$ cat config.mk
export PLATFORM = sky130hd
export DESIGN_NAME = zero_tile_flag_compressor_top
export DESIGN_NICKNAME = d
export VERILOG_FILES = /design/src/sv/ztfc_pkg.sv /design/src/sv/ztfc_ram.sv /design/src/sv/ztfc_fifo.sv /design/src/sv/ztfc_front.sv /design/src/sv/ztfc_back.sv /design/src/sv/zero_tile_flag_compressor_top.sv
export SDC_FILE = /design/constraint.sdc
export NUM_CORES = 2
export LEC_CHECK = 0
export BUFFER_PORTS_ARGS = -buffer_cell sky130_fd_sc_hd__clkbuf_2
export CAP_MARGIN = 10
export CORE_UTILIZATION = 50
export DETAILED_ROUTE_END_ITERATION = 8
export PLACE_DENSITY = 0.65
export SLEW_MARGIN = 20
export SYNTH_ARGS = -nofsm -noshare
export SYNTH_HDL_FRONTEND = slang
export SYNTH_MEMORY_MAX_BITS = 65536
export SYNTH_SLANG_ARGS = --single-unit
$ cat constraint.sdc
create_clock -name clk -period 4.5 [get_ports clk]
set_input_delay 0.225 -clock clk [delete_from_list [all_inputs] [get_ports clk]]
set_output_delay 0.225 -clock clk [all_outputs]
set_load 0.01 [all_outputs]
$ cat src/sv/ztfc_pkg.sv
// ----------------------------------------------------------------------------
// ztfc_pkg
// shared types and constants of the zero tile flag compressor
// ----------------------------------------------------------------------------
package ztfc_pkg;

  // default tile geometry: a tile is TILE_ROWS x TILE_ROWS/4 words
  localparam int TILE_ROWS_DEF = 16;

  // one bank of the tile store holds the largest tile
  localparam int STORE_DEPTH = 64;
  localparam int POS_W       = $clog2(STORE_DEPTH);
  localparam int RAM_DEPTH   = 2 * STORE_DEPTH;
  localparam int RAM_AW      = $clog2(RAM_DEPTH);

  localparam int WORD_W  = 32;
  localparam int TILES_W = 16;
  localparam int CFG_IDX_W = 2;

  // queue depths (powers of two)
  localparam int DESC_Q_DEPTH = 2;
  localparam int DESC_CNT_W   = $clog2(DESC_Q_DEPTH + 1);
  localparam int OUT_Q_DEPTH  = 4;
  localparam int OUT_CNT_W    = $clog2(OUT_Q_DEPTH + 1);

  // configuration register indexes
  typedef enum logic [CFG_IDX_W-1:0] {
    REG_FLAG_WORD       = 2'd0,
    REG_COMPACT_MODE    = 2'd1,
    REG_TILES_IN_MATRIX = 2'd2
  } reg_idx_t;

  // configuration register set
  typedef struct packed {
    logic [WORD_W-1:0]  flag_word;
    logic               compact;
    logic [TILES_W-1:0] tiles;
  } cfg_t;

  // one finished tile, handed from front to back
  typedef struct packed {
    logic              bank;
    logic              all_zero;
    logic              compact;
    logic              last_mat;
    logic [WORD_W-1:0] flag_word;
  } tile_desc_t;

  // one result transaction
  typedef struct packed {
    logic [WORD_W-1:0] word;
    logic              is_flag;
    logic              tile_end;
    logic              matrix_end;
  } out_item_t;

endpackage

$ cat src/sv/ztfc_ram.sv
// ----------------------------------------------------------------------------
// ztfc_ram
// generic single write port, single read port ram with registered read
// ----------------------------------------------------------------------------
module ztfc_ram #(
  parameter int WIDTH = 32,
  parameter int DEPTH = 128
) (
  input  logic                     clk,
  input  logic                     we,
  input  logic [$clog2(DEPTH)-1:0] waddr,
  input  logic [WIDTH-1:0]         wdata,
  input  logic [$clog2(DEPTH)-1:0] raddr,
  output logic [WIDTH-1:0]         rdata
);

  logic [WIDTH-1:0] mem [DEPTH];

  // write port
  always_ff @(posedge clk) begin
    if (we) begin
      mem[waddr] <= wdata;
    end
  end

  // registered read port
  always_ff @(posedge clk) begin
    rdata <= mem[raddr];
  end

endmodule

$ cat src/sv/ztfc_fifo.sv
// ----------------------------------------------------------------------------
// ztfc_fifo
// small register fifo with occupancy count, power-of-two depth
// ----------------------------------------------------------------------------
module ztfc_fifo #(
  parameter int WIDTH = 32,
  parameter int DEPTH = 2
) (
  input  logic                       clk,
  input  logic                       rst_n,
  input  logic                       push,
  input  logic [WIDTH-1:0]           push_data,
  input  logic                       pop,
  output logic [WIDTH-1:0]           pop_data,
  output logic [$clog2(DEPTH+1)-1:0] count
);

  localparam int PTR_W = $clog2(DEPTH);
  localparam int CNT_W = $clog2(DEPTH + 1);

  logic [WIDTH-1:0] slot_r [DEPTH];
  logic [PTR_W-1:0] wr_ptr_r, wr_ptr_nxt;
  logic [PTR_W-1:0] rd_ptr_r, rd_ptr_nxt;
  logic [CNT_W-1:0] count_r, count_nxt;

  // pointer and count update
  always_comb begin
    wr_ptr_nxt = push ? wr_ptr_r + PTR_W'(1) : wr_ptr_r;
    rd_ptr_nxt = pop  ? rd_ptr_r + PTR_W'(1) : rd_ptr_r;
    count_nxt  = count_r + CNT_W'(push) - CNT_W'(pop);
  end

  always_ff @(posedge clk) begin
    if (!rst_n) begin
      wr_ptr_r <= '0;
      rd_ptr_r <= '0;
      count_r  <= '0;
    end else begin
      wr_ptr_r <= wr_ptr_nxt;
      rd_ptr_r <= rd_ptr_nxt;
      count_r  <= count_nxt;
    end
  end

  // storage
  always_ff @(posedge clk) begin
    if (push) begin
      slot_r[wr_ptr_r] <= push_data;
    end
  end

  assign pop_data = slot_r[rd_ptr_r];
  assign count    = count_r;

endmodule

$ cat src/sv/ztfc_front.sv
// ----------------------------------------------------------------------------
// ztfc_front
// accepts weight words, fills one store bank, classifies the finished tile
// ----------------------------------------------------------------------------
module ztfc_front #(
  parameter int TILE_ROWS = ztfc_pkg::TILE_ROWS_DEF
) (
  input  logic                          clk,
  input  logic                          rst_n,
  input  logic                          in_valid,
  output logic                          in_ready,
  input  logic [ztfc_pkg::WORD_W-1:0]   in_weight_word,
  input  ztfc_pkg::cfg_t                cfg,
  input  logic                          desc_full,
  output logic                          desc_push,
  output ztfc_pkg::tile_desc_t          desc,
  output logic                          ram_we,
  output logic [ztfc_pkg::RAM_AW-1:0]   ram_waddr,
  output logic [ztfc_pkg::WORD_W-1:0]   ram_wdata
);

  localparam int TILE_WORDS = TILE_ROWS * (TILE_ROWS / 4);
  localparam int POS_W      = ztfc_pkg::POS_W;
  localparam int TILES_W    = ztfc_pkg::TILES_W;

  logic [POS_W-1:0]   pos_r, pos_nxt;
  logic               all_zero_r, all_zero_nxt;
  logic               wbank_r, wbank_nxt;
  logic [TILES_W-1:0] tiles_done_r, tiles_done_nxt;

  logic               accept;
  logic               tile_last;
  logic               zero_so_far;
  logic               last_mat;

  // a bank is free whenever the tile queue is not full
  assign in_ready  = !desc_full;
  assign accept    = in_valid && in_ready;
  assign tile_last = (pos_r == POS_W'(TILE_WORDS - 1));

  // classification of the tile being filled
  always_comb begin
    zero_so_far = all_zero_r && (in_weight_word == '0);
    last_mat    = ({1'b0, tiles_done_r} + (TILES_W + 1)'(1)) >= {1'b0, cfg.tiles};
  end

  // next state of the fill side
  always_comb begin
    pos_nxt        = pos_r;
    all_zero_nxt   = all_zero_r;
    wbank_nxt      = wbank_r;
    tiles_done_nxt = tiles_done_r;
    if (accept) begin
      if (tile_last) begin
        pos_nxt        = '0;
        all_zero_nxt   = 1'b1;
        wbank_nxt      = !wbank_r;
        tiles_done_nxt = last_mat ? '0 : tiles_done_r + TILES_W'(1);
      end else begin
        pos_nxt      = pos_r + POS_W'(1);
        all_zero_nxt = zero_so_far;
      end
    end
  end

  always_ff @(posedge clk) begin
    if (!rst_n) begin
      pos_r        <= '0;
      all_zero_r   <= 1'b1;
      wbank_r      <= 1'b0;
      tiles_done_r <= '0;
    end else begin
      pos_r        <= pos_nxt;
      all_zero_r   <= all_zero_nxt;
      wbank_r      <= wbank_nxt;
      tiles_done_r <= tiles_done_nxt;
    end
  end

  // store write and tile hand-off
  always_comb begin
    ram_we          = accept;
    ram_waddr       = {wbank_r, pos_r};
    ram_wdata       = in_weight_word;
    desc_push       = accept && tile_last;
    desc.bank       = wbank_r;
    desc.all_zero   = zero_so_far;
    desc.compact    = cfg.compact;
    desc.last_mat   = last_mat;
    desc.flag_word  = cfg.flag_word;
  end

endmodule

$ cat src/sv/ztfc_back.sv
// ----------------------------------------------------------------------------
// ztfc_back
// drains finished tiles from the store into the result queue
// ----------------------------------------------------------------------------
module ztfc_back #(
  parameter int TILE_ROWS = ztfc_pkg::TILE_ROWS_DEF
) (
  input  logic                            clk,
  input  logic                            rst_n,
  input  logic                            desc_valid,
  input  ztfc_pkg::tile_desc_t            desc,
  output logic                            desc_pop,
  output logic [ztfc_pkg::RAM_AW-1:0]     ram_raddr,
  input  logic [ztfc_pkg::WORD_W-1:0]     ram_rdata,
  input  logic [ztfc_pkg::OUT_CNT_W-1:0]  out_count,
  output logic                            out_push,
  output ztfc_pkg::out_item_t             out_item
);

  localparam int TILE_WORDS = TILE_ROWS * (TILE_ROWS / 4);
  localparam int POS_W      = ztfc_pkg::POS_W;
  localparam int WORD_W     = ztfc_pkg::WORD_W;
  localparam int CNT_W      = ztfc_pkg::OUT_CNT_W;

  logic [POS_W-1:0]  idx_r, idx_nxt;
  logic              rd_v_r;
  logic              rd_ovr_r;
  logic [WORD_W-1:0] rd_word_r;
  logic              rd_flag_r, rd_tend_r, rd_mend_r;

  logic              issue;
  logic              shrink;
  logic              word_last;
  logic              sub;
  logic              ovr;
  logic              is_flag;
  logic              tend;
  logic              mend;

  // issue a read only when the result queue has room for it and the one in flight
  always_comb begin
    issue     = desc_valid &&
                (({1'b0, out_count} + (CNT_W + 1)'(rd_v_r)) < (CNT_W + 1)'(ztfc_pkg::OUT_Q_DEPTH));
    shrink    = desc.all_zero && desc.compact;
    word_last = (idx_r == POS_W'(TILE_WORDS - 1));
    sub       = desc.all_zero && (idx_r == '0);
    ovr       = shrink || sub;
    is_flag   = ovr;
    tend      = shrink || word_last;
    mend      = tend && desc.last_mat;
    desc_pop  = issue && tend;
    ram_raddr = {desc.bank, idx_r};
    idx_nxt   = idx_r;
    if (issue) begin
      idx_nxt = tend ? '0 : idx_r + POS_W'(1);
    end
  end

  // word index and read-stage valid
  always_ff @(posedge clk) begin
    if (!rst_n) begin
      idx_r  <= '0;
      rd_v_r <= 1'b0;
    end else begin
      idx_r  <= idx_nxt;
      rd_v_r <= issue;
    end
  end

  // read-stage side data, aligned with the registered ram output
  always_ff @(posedge clk) begin
    rd_ovr_r  <= ovr;
    rd_word_r <= desc.flag_word;
    rd_flag_r <= is_flag;
    rd_tend_r <= tend;
    rd_mend_r <= mend;
  end

  // result assembly
  always_comb begin
    out_push            = rd_v_r;
    out_item.word       = rd_ovr_r ? rd_word_r : ram_rdata;
    out_item.is_flag    = rd_flag_r;
    out_item.tile_end   = rd_tend_r;
    out_item.matrix_end = rd_mend_r;
  end

endmodule

$ cat src/sv/zero_tile_flag_compressor_top.sv
// ----------------------------------------------------------------------------
// zero_tile_flag_compressor_top
// zero tile flag compressor: buffers weight tiles and flags all-zero ones
// ----------------------------------------------------------------------------
// Input words are taken one per cycle into a two-bank tile store; while one
// bank is drained the other fills, so input stalls only when both banks hold
// finished tiles. A tile of TILE_ROWS*(TILE_ROWS/4) words drains at one word
// per cycle while the result queue has room, as set by the single read port of
// the store; an all-zero tile in compact mode drains as one flag word. With
// the drain side idle, a tile's first result is offered after the tile queue,
// the read stage and the result queue. The store needs no clearing after
// reset. Configuration is sampled when the last word of a tile is accepted.
module zero_tile_flag_compressor_top #(
  parameter int TILE_ROWS = ztfc_pkg::TILE_ROWS_DEF
) (
  input  logic                            clk,
  input  logic                            rst_n,
  input  logic                            in_valid,
  output logic                            in_ready,
  input  logic [ztfc_pkg::WORD_W-1:0]     in_weight_word,
  output logic                            out_valid,
  input  logic                            out_ready,
  output logic [ztfc_pkg::WORD_W-1:0]     out_word,
  output logic                            out_is_flag,
  output logic                            out_tile_end,
  output logic                            out_matrix_end,
  input  logic                            cfg_we,
  input  logic [ztfc_pkg::CFG_IDX_W-1:0]  cfg_index,
  input  logic [ztfc_pkg::WORD_W-1:0]     cfg_wdata
);

  localparam int DESC_W = $bits(ztfc_pkg::tile_desc_t);
  localparam int ITEM_W = $bits(ztfc_pkg::out_item_t);

  ztfc_pkg::cfg_t       cfg_r, cfg_nxt;
  ztfc_pkg::tile_desc_t push_desc, head_desc;
  ztfc_pkg::out_item_t  push_item, head_item;

  logic                                desc_push, desc_pop;
  logic [ztfc_pkg::DESC_CNT_W-1:0]     desc_count;
  logic                                out_push, out_pop;
  logic [ztfc_pkg::OUT_CNT_W-1:0]      out_count;
  logic                                ram_we;
  logic [ztfc_pkg::RAM_AW-1:0]         ram_waddr, ram_raddr;
  logic [ztfc_pkg::WORD_W-1:0]         ram_wdata, ram_rdata;

  // configuration registers
  always_comb begin
    cfg_nxt = cfg_r;
    if (cfg_we) begin
      unique case (cfg_index)
        ztfc_pkg::REG_FLAG_WORD:       cfg_nxt.flag_word = cfg_wdata;
        ztfc_pkg::REG_COMPACT_MODE:    cfg_nxt.compact   = cfg_wdata[0];
        ztfc_pkg::REG_TILES_IN_MATRIX: cfg_nxt.tiles     = cfg_wdata[ztfc_pkg::TILES_W-1:0];
        default:                       cfg_nxt = cfg_r;
      endcase
    end
  end

  always_ff @(posedge clk) begin
    if (!rst_n) begin
      cfg_r.flag_word <= '0;
      cfg_r.compact   <= 1'b1;
      cfg_r.tiles     <= ztfc_pkg::TILES_W'(1);
    end else begin
      cfg_r <= cfg_nxt;
    end
  end

  // fill side
  ztfc_front #(.TILE_ROWS(TILE_ROWS)) u_front (
    .clk            (clk),
    .rst_n          (rst_n),
    .in_valid       (in_valid),
    .in_ready       (in_ready),
    .in_weight_word (in_weight_word),
    .cfg            (cfg_r),
    .desc_full      (desc_count == ztfc_pkg::DESC_CNT_W'(ztfc_pkg::DESC_Q_DEPTH)),
    .desc_push      (desc_push),
    .desc           (push_desc),
    .ram_we         (ram_we),
    .ram_waddr      (ram_waddr),
    .ram_wdata      (ram_wdata)
  );

  // two-bank tile store
  ztfc_ram #(.WIDTH(ztfc_pkg::WORD_W), .DEPTH(ztfc_pkg::RAM_DEPTH)) u_store (
    .clk   (clk),
    .we    (ram_we),
    .waddr (ram_waddr),
    .wdata (ram_wdata),
    .raddr (ram_raddr),
    .rdata (ram_rdata)
  );

  // finished tile queue, one entry per bank
  ztfc_fifo #(.WIDTH(DESC_W), .DEPTH(ztfc_pkg::DESC_Q_DEPTH)) u_desc_q (
    .clk       (clk),
    .rst_n     (rst_n),
    .push      (desc_push),
    .push_data (push_desc),
    .pop       (desc_pop),
    .pop_data  (head_desc),
    .count     (desc_count)
  );

  // drain side
  ztfc_back #(.TILE_ROWS(TILE_ROWS)) u_back (
    .clk        (clk),
    .rst_n      (rst_n),
    .desc_valid (desc_count != '0),
    .desc       (head_desc),
    .desc_pop   (desc_pop),
    .ram_raddr  (ram_raddr),
    .ram_rdata  (ram_rdata),
    .out_count  (out_count),
    .out_push   (out_push),
    .out_item   (push_item)
  );

  // result queue in front of the output port
  ztfc_fifo #(.WIDTH(ITEM_W), .DEPTH(ztfc_pkg::OUT_Q_DEPTH)) u_out_q (
    .clk       (clk),
    .rst_n     (rst_n),
    .push      (out_push),
    .push_data (push_item),
    .pop       (out_pop),
    .pop_data  (head_item),
    .count     (out_count)
  );

  // output port
  assign out_valid      = (out_count != '0);
  assign out_pop        = out_valid && out_ready;
  assign out_word       = head_item.word;
  assign out_is_flag    = head_item.is_flag;
  assign out_tile_end   = head_item.tile_end;
  assign out_matrix_end = head_item.matrix_end;

endmodule

==> results.sh <==
export IMPL_dr_total_vias=87450
export IMPL_crit_top_cell="mux4_2"
export IMPL_rows=213
export IMPL_wl_um=501400
export IMPL_min_period_over_period_pct=98.89
export IMPL_grt_max_degree=130
export IMPL_min_period_ps=4450
export IMPL_p_leak_nw=59.78
export IMPL_hold_path_startpoint="in_weight_word[15]"
export IMPL_synth_top_area_share_pct=76.00
export IMPL_drv_cap=0
export IMPL_first_pass_iters=6
export IMPL_power_mw=84.03
export IMPL_ir_drop_uv=395.7
export IMPL_port_buffers=107
export IMPL_wl_per_cell_um=37.89
export IMPL_critPathLaunchType="flip-flop"
export IMPL_crit_type="reg2reg"
export IMPL_cp_slowest_cell="dfxtp_4"
export IMPL_hold_class="in2reg"
export IMPL_clkSinkCount=4469
export IMPL_drv_slew=0
export IMPL_synth_edf_count=4308
export IMPL_globalRouteOverflowTotal=0
export IMPL_hold_ws_ps=25.34
export IMPL_drc=0
export IMPL_outcome="complete, no violations"
export IMPL_async_flop_share_pct=0
export IMPL_synth_fp_nets=7734
export IMPL_synth_area_top_cells="edfxtp_1, mux4_2, dfxtp_1"
export IMPL_coreArea_um2=337700
export IMPL_areaGrowthSynthToFinish_pct=14.53
export IMPL_rsz0062_at_grt="no"
export IMPL_cts_tree="yes"
export IMPL_setup_violations=0
export IMPL_tightest_slew_ps=1292
export IMPL_syn_area_um2=170200
export IMPL_r2r_slack_ps=50
export IMPL_end_kind="flip-flop"
export IMPL_antenna_found_initial=47
export IMPL_ys_flop_type="edfxtp_1"
export IMPL_grt_pass1_wl_um=688600
export IMPL_nNetsFinal=8434
export IMPL_grt_total_usage_pct=29.27
export IMPL_io_pins=108
export IMPL_avgViaCountPerCell=6.607
export IMPL_fin_skew_ps=58.55
export IMPL_timing_rr_start="u_back.idx_r[0]"
export IMPL_drive_gt1_share_pct=29.88
export IMPL_yosysSeqAreaShare_pct=77.89
export IMPL_max_freq_mhz=224.7
export IMPL_worst_path_largest_cell_delay_ps=910
export IMPL_first_iter_violations=13630
export IMPL_yosysWarnings=0
export IMPL_avgSynthCellArea_um2=22.30
export IMPL_clock_latency_ps=1020
export IMPL_power_density_nw_per_um2=431.1
export IMPL_holdPathEnd="u_store.mem[10][15]"
export IMPL_die_width_um=585.5
export IMPL_ant_nets=0
export IMPL_slew_headroom_pct=13.57
export IMPL_place_hpwl_um=292400
export IMPL_post_cts_buffers=0
export IMPL_root_buffer="clkbuf_16"
export IMPL_worstReg2RegEnd="u_store.rdata[10]"
export IMPL_arrival_ps=5330
export IMPL_die_area_um2=342800
export IMPL_cp_buffers_inverters=2
export IMPL_reg2regPathDepth=7
export IMPL_netlist_cell_type_count=73
export IMPL_gp_congestion=0.8900
export IMPL_die_h_um=585.5
export IMPL_start_util_pct=50.41
export IMPL_ys_ff_latch=4469
export IMPL_worstPathRequired_ps=5370
export IMPL_finalHoldViolCount=0
export IMPL_cp_top_family="multiplexers"
export IMPL_clock_path_buffers=4
export IMPL_cts_made_buffers=435
export IMPL_netlist_instances=7633
export IMPL_cp_cell_sequence="buf_12 > mux4_2 > mux4_2 > a22oi_1 > nand3_1 > buf_4 > a221o_1"
export IMPL_clkTransAtPathRegs_ps=60
export IMPL_yosys_area_top_type="edfxtp_1"
export IMPL_grt_pass1_vias=85650
export IMPL_crit_path_max_fanout=38
export IMPL_htreeDepth=5
export IMPL_holdPathStages=2
## state kept, by name (all words and copies together), names as in the netlist, 2 cells and up, named ones only
| name | count |
|---|---|
| u_out_q.count | 3 |
| u_front.pos_r | 6 |
| u_back.idx_r | 6 |
| cfg_r | 49 |
| u_desc_q.count | 2 |
| u_out_q.wr_ptr_r | 2 |
| u_back.rd_word_r | 32 |
| u_front.tiles_done_r | 16 |
| u_desc_q.slot_r | 72 |
| u_store.rdata | 32 |
| u_out_q.rd_ptr_r | 2 |
| u_store.mem | 4096 |
| u_out_q.slot_r | 140 |
## cell usage after synthesis, drive strengths merged (23+ instances only)
cell	n
a211oi	23
a21boi	28
a21oi	132
a221oi	39
a22oi	73
a31oi	29
and2	26
buf	249
clkbuf	161
dfxtp	161
edfxtp	4308
ha	29
inv	31
mux2	109
mux2i	148
mux4	1106
nand2	289
nand3	79
nor2	207
nor3	27
o21ai	86
o22ai	52
## worst max-delay path by stage
| stage | start | endpoint | slack [ps] | cells after the start |
|---|---|---|---|---|
| global placement | u_back.idx_r[0] | u_store.rdata[11] | -700 | 8 |
| CTS | u_back.idx_r[0] | u_store.rdata[10] | 140 | 7 |
| floorplan | u_desc_q.count[0] | u_store.mem[95][0] | 480 | 5 |
| global route | u_back.idx_r[0] | u_store.rdata[10] | 80 | 9 |
| detailed placement | u_back.idx_r[0] | u_store.rdata[19] | 180 | 9 |
| finish | u_back.idx_r[0] | u_store.rdata[10] | 50 | 7 |
## power breakdown
| part | internal [mW] | switching, mW | leakage, nW | total, mW |
|---|---|---|---|---|
| clock | 20.6 | 15.7 | 6.89 | 36.3 |
| combinational | 0.585 | 1.31 | 12.9 | 1.90 |
| sequential | 45.7 | 0.193 | 40.0 | 45.9 |
| total | 66.9 | 17.2 | 59.8 | 84.0 |
## per-stage QoR
stage	std cells	cell area [um^2]	setup TNS, ps	setup WS, ps	util [%]
2_1_floorplan	7633	170200	0	484.6	-
3_3_place_gp	12310	179600	-698.8	-698.8	53.20
3_5_place_dp	12310	179700	0	184.0	53.22
4_1_cts	13210	194800	0	139.3	57.70
5_1_grt	13220	194900	0	83.87	57.72
6_report	13240	194900	0	49.84	57.73
## area by class of cell
type / count / area [um^2]
Clock inverter: 245 / 2492
Multi-Input combinational cell: 2722 / 36430
Fill cell: 23990 / 142700
Antenna cell: 22 / 55.05
Tap cell: 4515 / 5649
Timing Repair Buffer: 673 / 5939
Inverter: 32 / 131.4
Sequential cell: 4469 / 132600
Clock buffer: 558 / 11630
## kinds of logic (layout without fill, tap and decap cells)
family,after synthesis,count (layout),synth area share [%]
simple gates,727,727,1.880
other cells,0,22,0
mux,1363,1363,16.23
flops,4469,4469,77.89
buf+inv,442,1508,1.372
compound gates,571,571,2.243
fa+ha+maj,30,30,0.2249
xor+xnor,31,31,0.1595
## per-layer routing
metal / global-route usage [%] / vias to the layer above / wire length, um
li1: - / 33660 / -
met1: 40.80 / 46940 / 184400
met2: 44.69 / 5836 / 230100
met3: 6.308 / 984 / 59590
met4: 13.45 / 32 / 27140
met5: 0 / - / 237
## cell usage in the layout, fill, tap and decap left out, types with 75 or more instances in the layout
master / instances
dlygate4sd3_1: 100
buf_4: 430
nand3_1: 77
clkinv_1: 78
edfxtp_1: 4308
nor2_4: 129
mux2i_1: 147
mux4_2: 1106
dfxtp_1: 152
a21oi_1: 131
mux2_2: 107
nand2_1: 283
clkbuf_1: 101
clkbuf_16: 441
clkbuf_2: 75
clkinv_2: 81
## worst register-to-register path, stage by stage, from the launching register on
cell and delay, ps:
dfxtp_4 910, buf_12 390, mux4_2 650, mux4_2 570
a22oi_1 630, nand3_1 590, buf_4 320, a221o_1 260
## repair_timing
item / in CTS / in global routing
hold endpoints to repair: 1273 / 0
hold buffers: 100 / 0
gates resized for setup: 0 / 0
Power figures use the tool's default switching activity.
